==> config.mk <==
export PLATFORM = sky130hd
export DESIGN_NAME = hftd_bits
export DESIGN_NICKNAME = d
export VERILOG_FILES = /design/src/sv/hftd_pkg.sv /design/src/sv/hftd_bits.sv
export SDC_FILE = /design/constraint.sdc
export NUM_CORES = 1
export LEC_CHECK = 0
export CORE_AREA = 2 2 39 41
export DETAILED_ROUTE_END_ITERATION = 6
export DIE_AREA = 0 0 41 43
export DONT_BUFFER_PORTS = 1
export GPL_TIMING_DRIVEN = 0
export PLACE_DENSITY = 0.64
export SYNTH_ARGS = -nofsm -noshare
export SYNTH_HDL_FRONTEND = slang
export SYNTH_SLANG_ARGS = --single-unit
export TNS_END_PERCENT = 50
==> constraint.sdc <==
create_clock -name clock -period 1.8 [get_ports clock]
set_clock_uncertainty 0.2 [all_clocks]
set_input_delay 0.18 -clock clock [delete_from_list [all_inputs] [get_ports clock]]
set_output_delay 0.18 -clock clock [all_outputs]
set_load 0.1 [all_outputs]
==> src/sv/hftd_pkg.sv <==
package hftd_pkg;

   localparam int KIND_W      = 2;
   localparam int NODE_IDX_W  = 9;
   localparam int SYMBOL_W    = 8;
   localparam int SYM_COUNT_W = 9;
   localparam int CSR_IDX_W   = 2;
   localparam int CSR_DATA_W  = 32;
   localparam int BYTE_BITS   = 8;
   localparam int BIT_CNT_W   = 4;

   localparam logic [KIND_W-1:0] KIND_NODE = 2'd0;
   localparam logic [KIND_W-1:0] KIND_LEAF = 2'd1;
   localparam logic [KIND_W-1:0] KIND_DATA = 2'd2;

   localparam logic [CSR_IDX_W-1:0] CSR_SYMBOL_COUNT = 2'd0;
   localparam logic [CSR_IDX_W-1:0] CSR_TOTAL_BITS   = 2'd1;

   typedef struct packed {
      logic [KIND_W-1:0]     kind;
      logic [NODE_IDX_W-1:0] node_index;
      logic [NODE_IDX_W-1:0] left_child;
      logic [NODE_IDX_W-1:0] right_child;
      logic [SYMBOL_W-1:0]   data_byte;
   } req_type;

   typedef struct packed {
      logic [SYMBOL_W-1:0] symbol;
      logic                last_of_run;
      logic                finished;
   } rsp_type;

   typedef struct packed {
      logic load;
      logic shift;
   } bit_ctrl_type;

   typedef struct packed {
      logic msb;
      logic empty;
   } bit_stat_type;

   typedef enum logic {
      ST_IDLE,
      ST_WALK
   } walk_state_type;

endpackage

==> src/sv/hftd_bits.sv <==
module hftd_bits (
   input  logic                               clock,
   input  logic                               reset,
   input  hftd_pkg::bit_ctrl_type             ctrl,
   input  logic [hftd_pkg::BYTE_BITS-1:0]     data_byte,
   output hftd_pkg::bit_stat_type             stat
);

   import hftd_pkg::*;

   logic [BYTE_BITS-1:0] data_ff, data_in;
   logic [BIT_CNT_W-1:0] cnt_ff, cnt_in;

   always_comb begin
      data_in = data_ff;
      cnt_in  = cnt_ff;
      if (ctrl.load) begin
         data_in = data_byte;
         cnt_in  = BIT_CNT_W'(BYTE_BITS);
      end else if (ctrl.shift) begin
         data_in = {data_ff[BYTE_BITS-2:0], 1'b0};
         cnt_in  = cnt_ff - BIT_CNT_W'(1);
      end
   end

   always_ff @(posedge clock) begin
      if (reset) begin
         cnt_ff <= '0;
      end else begin
         cnt_ff <= cnt_in;
      end
   end

   always_ff @(posedge clock) begin
      data_ff <= data_in;
   end

   assign stat.msb   = data_ff[BYTE_BITS-1];
   assign stat.empty = (cnt_ff == '0);

   a_shift_nonempty: assert property (@(posedge clock) disable iff (reset)
      ctrl.shift |-> cnt_ff != '0)
      else $error("bit shifter advanced past the end of the byte");

endmodule

==> flow_summary.json, run 1 <==
{
  "synthArstFlopShare_pct": 0,
  "place.gp.congestion": 0.6239,
  "portBuffers": 0,
  "syn_to_final_growth_pct": 40.56,
  "drt_wl_total_um": 965,
  "netlist.top_cell.by_area": "edfxtp_1",
  "min_period_ns": 2.017,
  "status": "finished with violations",
  "critPathArrivalTime_ns": 1.64,
  "final.period_utilization_pct": 112.1,
  "ios": 14,
  "yosys-top-cells-area": "edfxtp_1 (45%), dfxtp_1 (15%), mux2_2 (15%)",
  "syn_nets": 51,
  "seqCellArea_um2": 325.3,
  "n_fill_cell": 120,
  "finalSetupViolations": 1,
  "setup.worst_path.class": "reg -> out",
  "rsz0062_at_grt": "yes",
  "violations": "negative setup slack",
  "hold_viol_final": 0,
  "grt_usage_pct": 13.39,
  "slew_headroom_pct": 30.41,
  "postLayoutSetupSlackWorst_ns": -0.2170,
  "slowest_stage": "nor3b_4",
  "power_w": 0.0006414,
  "netlist_area_um2": 536.8,
  "cts_tree": "done",
  "dieHeight_um": 43,
  "grt_overflow": 0,
  "cts_buffer_depth": 2,
  "grt_max_degree": 11,
  "drive_above_1_share_pct": 40.35,
  "die_w_um": 41,
  "clk_pin_slew_ns": 0.07,
  "drv_cap": 0,
  "grt_pass1_vias": 381,
  "rows": 14,
  "start_util_pct": 38.79,
  "crit_path_start_kind": "flop",
  "cts_buffers": 3,
  "fmax_ghz": 0.4958,
  "worst-path-max-fanout": 2,
  "final_core_util_pct": 54.52,
  "yosysMostFrequentCell": "edfxtp_1",
  "report.final.slew_viol_count": 0,
  "wire_per_inst_um": 13.22,
  "worst_path_largest_cell_delay_ns": 0.85,
  "cp.required_ns": 1.42,
  "synth_edf_count": 8,
  "routed_via_density": 4.781,
  "endpoint_kind": "primary output",
  "first_pass_iters": 2,
  "ys_ff_latch": 12,
  "whs_ns": 0.03078,
  "syn-mean-instance-area_um2": 14.13,
  "layout.nets": 71,
  "peakVddDrop_uv": 572.9,
  "htreeDepth": 1,
  "multi_input_area_um2": 216.5,
  "synth_top_area_share_pct": 44.76,
  "vias": 349,
  "synth_ff_type": "edfxtp_1",
  "synth_commonest_cells": "edfxtp_1 (8), mux2_2 (7), dfxtp_1 (4)",
  "clock_sinks": 12,
  "final_antenna_net_count": 0,
  "path_cells": "inv_2 -> ha_4 -> nor3b_4",
  "worst_pin_slew_ns": 1.043,
  "yosys_warnings": 0,
  "n_antenna_cell": 0,
  "hold_class": "in -> reg",
  "first_iter_violations": 2,
  "grt_antenna_before_repair": 0,
  "drc": 0,
  "leakage_nw": 0.2900,
  "syn_inst": 38,
  "core_area_um2": 1384,
  "pwr_density_cell_nw_per_um2": 850.1,
  "clk_latency_ns": 0.26,
  "grt_first_pass_wirelength_um": 1518,
  "dpl.hpwl_um": 638,
  "cts-root-buf": "clkbuf_4",
  "synth.distinct_cells": 18,
  "dieArea_um2": 1763,
  "synth-seq-area-share_pct": 59.67
}
==> layer usage <==
layer | global-route usage [%] | vias up | share of wire [%]
met1 | 12.97 | 163 | 37
met5 | 0 | - | 0
met3 | 4.712 | 0 | 3.9
li1 | - | 176 | -
met2 | 24.38 | 10 | 59
met4 | 4.000 | 0 | 0
==> flip-flops by register name (all words and copies together), names as in the netlist <==
register	cells
cnt_ff	4
data_ff	8
==> placed cells by master (no fill, tap or decap), types with 2 or more instances in the layout <==
cell type | Yosys | final
xnor2_1 | 2 | 2
edfxtp_1 | 8 | 8
inv_2 | 0 | 2
nor3_1 | 2 | 2
mux2_2 | 7 | 7
clkbuf_4 | 0 | 3
dfxtp_1 | 4 | 2
dlygate4sd3_1 | 0 | 12
buf_4 | 1 | 4
==> per-stage QoR <==
step	setup WS, ns	instance area, um2	TNS (ns)	instances
final	-0.2170	754.5	-0.2170	73
after global routing	-0.2708	754.5	-0.2708	73
after floorplan	0.03484	548.0	0	38
after detailed placement	-0.03094	568.0	-0.03094	54
after CTS	-0.2427	754.5	-0.2427	73
after global placement	0.005529	568.0	0	54
==> timing repair <==
| item | CTS | global route |
|---|---|---|
| setup endpoints to repair | 1 | 1 |
| gates cloned | 0 | 0 |
| hold buffers | 12 | 0 |
| gates resized for setup | 7 | 0 |
| setup buffers | 3 | 0 |
| endpoints found under the hold margin | 12 | 0 |
| pin swaps | 1 | 0 |
==> critical path, delay by kind of cell (launching register included) <==
| kind | cells | cell delay [ns] |
|---|---|---|
| fa+ha+maj | 1 | 0.13 |
| buf+inv | 1 | 0.06 |
| simple gates | 1 | 0.85 |
| flops | 1 | 0.33 |
==> power by group <==
group / internal [W] / leakage (nW) / total [W] / switching, W
Sequential: 0.000322 / 0.116 / 0.000334 / 0.0000117
Clock: 0.0000856 / 0.0150 / 0.000170 / 0.0000840
Combinational: 0.0000627 / 0.159 / 0.000138 / 0.0000750
==> path summary, 6_finish.rpt <==
| path | startpoint | endpoint | slack (ns) | depth (start not counted) |
|---|---|---|---|---|
| min | ctrl[0] | cnt_ff[2] | 0.03 | 3 |
| min reg2reg | data_ff[2] | data_ff[3] | 0.35 | 1 |
| max reg2reg | cnt_ff[0] | cnt_ff[0] | 0.24 | 4 |
| max | cnt_ff[1] | stat[0] | -0.22 | 3 |
==> kinds of logic after synthesis <==
| logic type | after synthesis | synth area share (%) |
|---|---|---|
| flops | 12 | 59.67 |
| mux | 7 | 14.69 |
| buf+inv | 5 | 4.428 |
| xor+xnor | 3 | 4.896 |
| compound gates | 2 | 2.564 |
| simple gates | 8 | 11.42 |
| fa+ha+maj | 1 | 2.331 |
==> cell type report <==
type / instances / area share [%]
flip-flops and latches: 12 / 43.12
multi-input cells: 21 / 28.69
repair buffers: 15 / 18.91
clock buffers: 4 / 3.483
well taps: 16 / 2.653
plain buffers: 2 / 1.658
inverters: 3 / 1.493
Power figures use the tool's default switching activity.
==> inputs of run 2 (changes only) <==
--- a/config.mk
+++ b/config.mk
@@ -8,2 +8,3 @@
 export CORE_AREA = 2 2 39 41
+export CTS_CLUSTER_DIAMETER = 150
 export DETAILED_ROUTE_END_ITERATION = 6
==> constraint.sdc (replaced) <==
create_clock -name clock -period 1.8 [get_ports clock]
set_clock_uncertainty 0.2 [all_clocks]
set_input_delay 0.27 -clock clock [delete_from_list [all_inputs] [get_ports clock]]
set_output_delay 0.27 -clock clock [all_outputs]
set_load 0.1 [all_outputs]
==> run 2 against run 1 <==
- the run still ends with negative setup slack left
- sequential cell count unchanged
- core utilization decreased by 4.7 points
- sequential power about the same
- maximum frequency decreased by 4.5%
- critical endpoint unchanged
- setup slack got worse by 0.095 ns
- sequential share of layout area increased by 4.4 points
- non-clock buffer count decreased by 7
- via count decreased by 7.2%
- first-iteration DRC count increased by 50%
- global-route usage decreased by 0.37 points
- critical path depth unchanged
- power decreased by 2.9%
==> flow_summary.json, run 2 (synthesis gave the netlist of run 1 again) <==
{
  "endpoint_kind": "primary output",
  "peakVddDrop_uv": 426.2,
  "rows": 14,
  "dieArea_um2": 1763,
  "final_cells": 66,
  "min_period_ns": 2.112,
  "hold_depth": 2,
  "place.gp.congestion": 0.6421,
  "die_w_um": 41,
  "critPathArrivalTime_ns": 1.64,
  "drv_cap": 0,
  "clk_latency_ns": 0.27,
  "ff2ff_setup_slack_ns": 0.23,
  "fmax_ghz": 0.4736,
  "drt_wl_total_um": 935,
  "portBuffers": 0,
  "largest_reg_flops": 8,
  "final_antenna_net_count": 0,
  "worst_pin_slew_ns": 1.043,
  "core_area_um2": 1384,
  "worst_path_largest_cell_delay_ns": 0.85,
  "clk_pin_slew_ns": 0.07,
  "vias": 324,
  "drive_above_1_share_pct": 46.00,
  "grt_pass1_vias": 343,
  "report.final.slew_viol_count": 0,
  "first_pass_iters": 4,
  "most-common-layout-cells": "edfxtp_1 (8), mux2_2 (7), dlygate4sd3_1 (5), buf_4 (4), clkbuf_4 (3)",
  "endpoint": "stat[0]",
  "reg2reg_depth": 4,
  "dp_cells": 54,
  "wire_per_inst_um": 14.17,
  "dieHeight_um": 43,
  "ios": 14,
  "slowest_stage": "nor3b_4",
  "routed_via_density": 4.909,
  "path_cells": "inv_2 -> ha_4 -> nor3b_4",
  "worst-path-max-fanout": 2,
  "r2r_start": "cnt_ff[0]",
  "status": "finished with violations",
  "cts-root-buf": "clkbuf_4",
  "largest-register": "data_ff",
  "violations": "negative setup slack",
  "final_core_util_pct": 49.82,
  "grt_first_pass_wirelength_um": 1435,
  "dpl.hpwl_um": 652.3,
  "layout.nets": 64,
  "hold_viol_final": 0,
  "postLayoutSetupSlackWorst_ns": -0.3117,
  "leakage_nw": 0.2623,
  "cts_buffers": 3,
  "r2r_end": "cnt_ff[0]",
  "finalSetupViolations": 1,
  "layout_commonest_cell": "edfxtp_1",
  "htreeDepth": 1,
  "slew_headroom_pct": 30.38,
  "drc": 0,
  "cp.required_ns": 1.33,
  "rsz0062_at_grt": "yes",
  "grt_overflow": 0,
  "grt_max_degree": 11,
  "n_antenna_cell": 0,
  "crit_start": "cnt_ff[0]",
  "hold_class": "in -> reg",
  "setup.worst_path.class": "reg -> out",
  "pwr_density_cell_nw_per_um2": 903.6,
  "clock_sinks": 12,
  "cts_tree": "done",
  "reg_top3": "data_ff: 8 flops, cnt_ff: 4 flops",
  "grt_antenna_before_repair": 0,
  "cts_buffer_depth": 2,
  "start_util_pct": 38.79,
  "grt_usage_pct": 13.03,
  "crit_path_start_kind": "flop",
  "syn_to_final_growth_pct": 28.44,
  "power_w": 0.0006229,
  "final.period_utilization_pct": 117.3,
  "first_iter_violations": 3
}
[run 2: cell types whose count changed in the layout (fill, tap and decap cells not counted)]
cell and delta:
clkbuf_1 -1, dfxtp_4 +1, inv_4 +1, inv_2 -1, dfxtp_2 -1, dlygate4sd3_1 -7, clkinv_1 +1
[run 2: report_power, final]
group	switching [W]	internal, W	leakage (nW)
Sequential	0.0000111	0.000321	0.117
Combinational	0.0000733	0.0000528	0.130
Clock	0.0000842	0.0000800	0.0154
[run 2: how the worst min path moves through the flow]
stage / start / endpoint
6_report: ctrl[0] / cnt_ff[1]
5_1_grt: data_byte[1] / data_ff[1]
4_1_cts: ctrl[0] / cnt_ff[1]
3_5_place_dp: reset / cnt_ff[0]
3_3_place_gp: reset / cnt_ff[0]
2_1_floorplan: reset / cnt_ff[0]
[run 2: metrics by stage]
stage               hold WS, ns  cell area, um2  setup TNS (ns)  setup slack, ns
floorplan                0.1370           565.5        -0.01744         -0.01744
global placement         0.1391           585.6        -0.04034         -0.04034
detailed placement       0.1416           585.6        -0.04929         -0.04929
CTS                     0.01056           669.4         -0.3264          -0.3264
global route           0.006888           689.4         -0.3496          -0.3496
finish                  0.01705           689.4         -0.3117          -0.3117
[run 2: area by class of cell]
type | count | area [um2]
Clock inverter | 1 | 3.754
Fill cell | 124 | 694.4
Buffer | 2 | 12.51
Timing Repair Buffer | 8 | 72.57
Tap cell | 16 | 20.02
Clock buffer | 3 | 22.52
Sequential cell | 12 | 327.8
Inverter | 3 | 13.76
Multi-Input combinational cell | 21 | 216.5
[run 2: repair_timing]
action                     CTS  global route
setup endpoints to repair    1             1
gates resized for setup      1             1
buffers inserted             2             1
hold endpoints to repair     5             1
pin swaps                    1             1
hold buffers                 4             1
[run 2: critical path, delay by kind of cell (launching register included)]
family	cells	cell delay, ns
adder cells (fa/ha/maj)	1	0.12
buffers and inverters	1	0.06
flip-flops	1	0.35
AND/OR/NAND/NOR	1	0.85
[run 2: per-layer routing]
| metal | vias up | GRT usage [%] | wire length (um) |
|---|---|---|---|
| met5 | - | 0 | 0 |
| met1 | 154 | 13.79 | 357 |
| met4 | 0 | 8.000 | 10 |
| met2 | 10 | 20.63 | 506 |
| li1 | 158 | - | - |
| met3 | 2 | 4.712 | 60 |
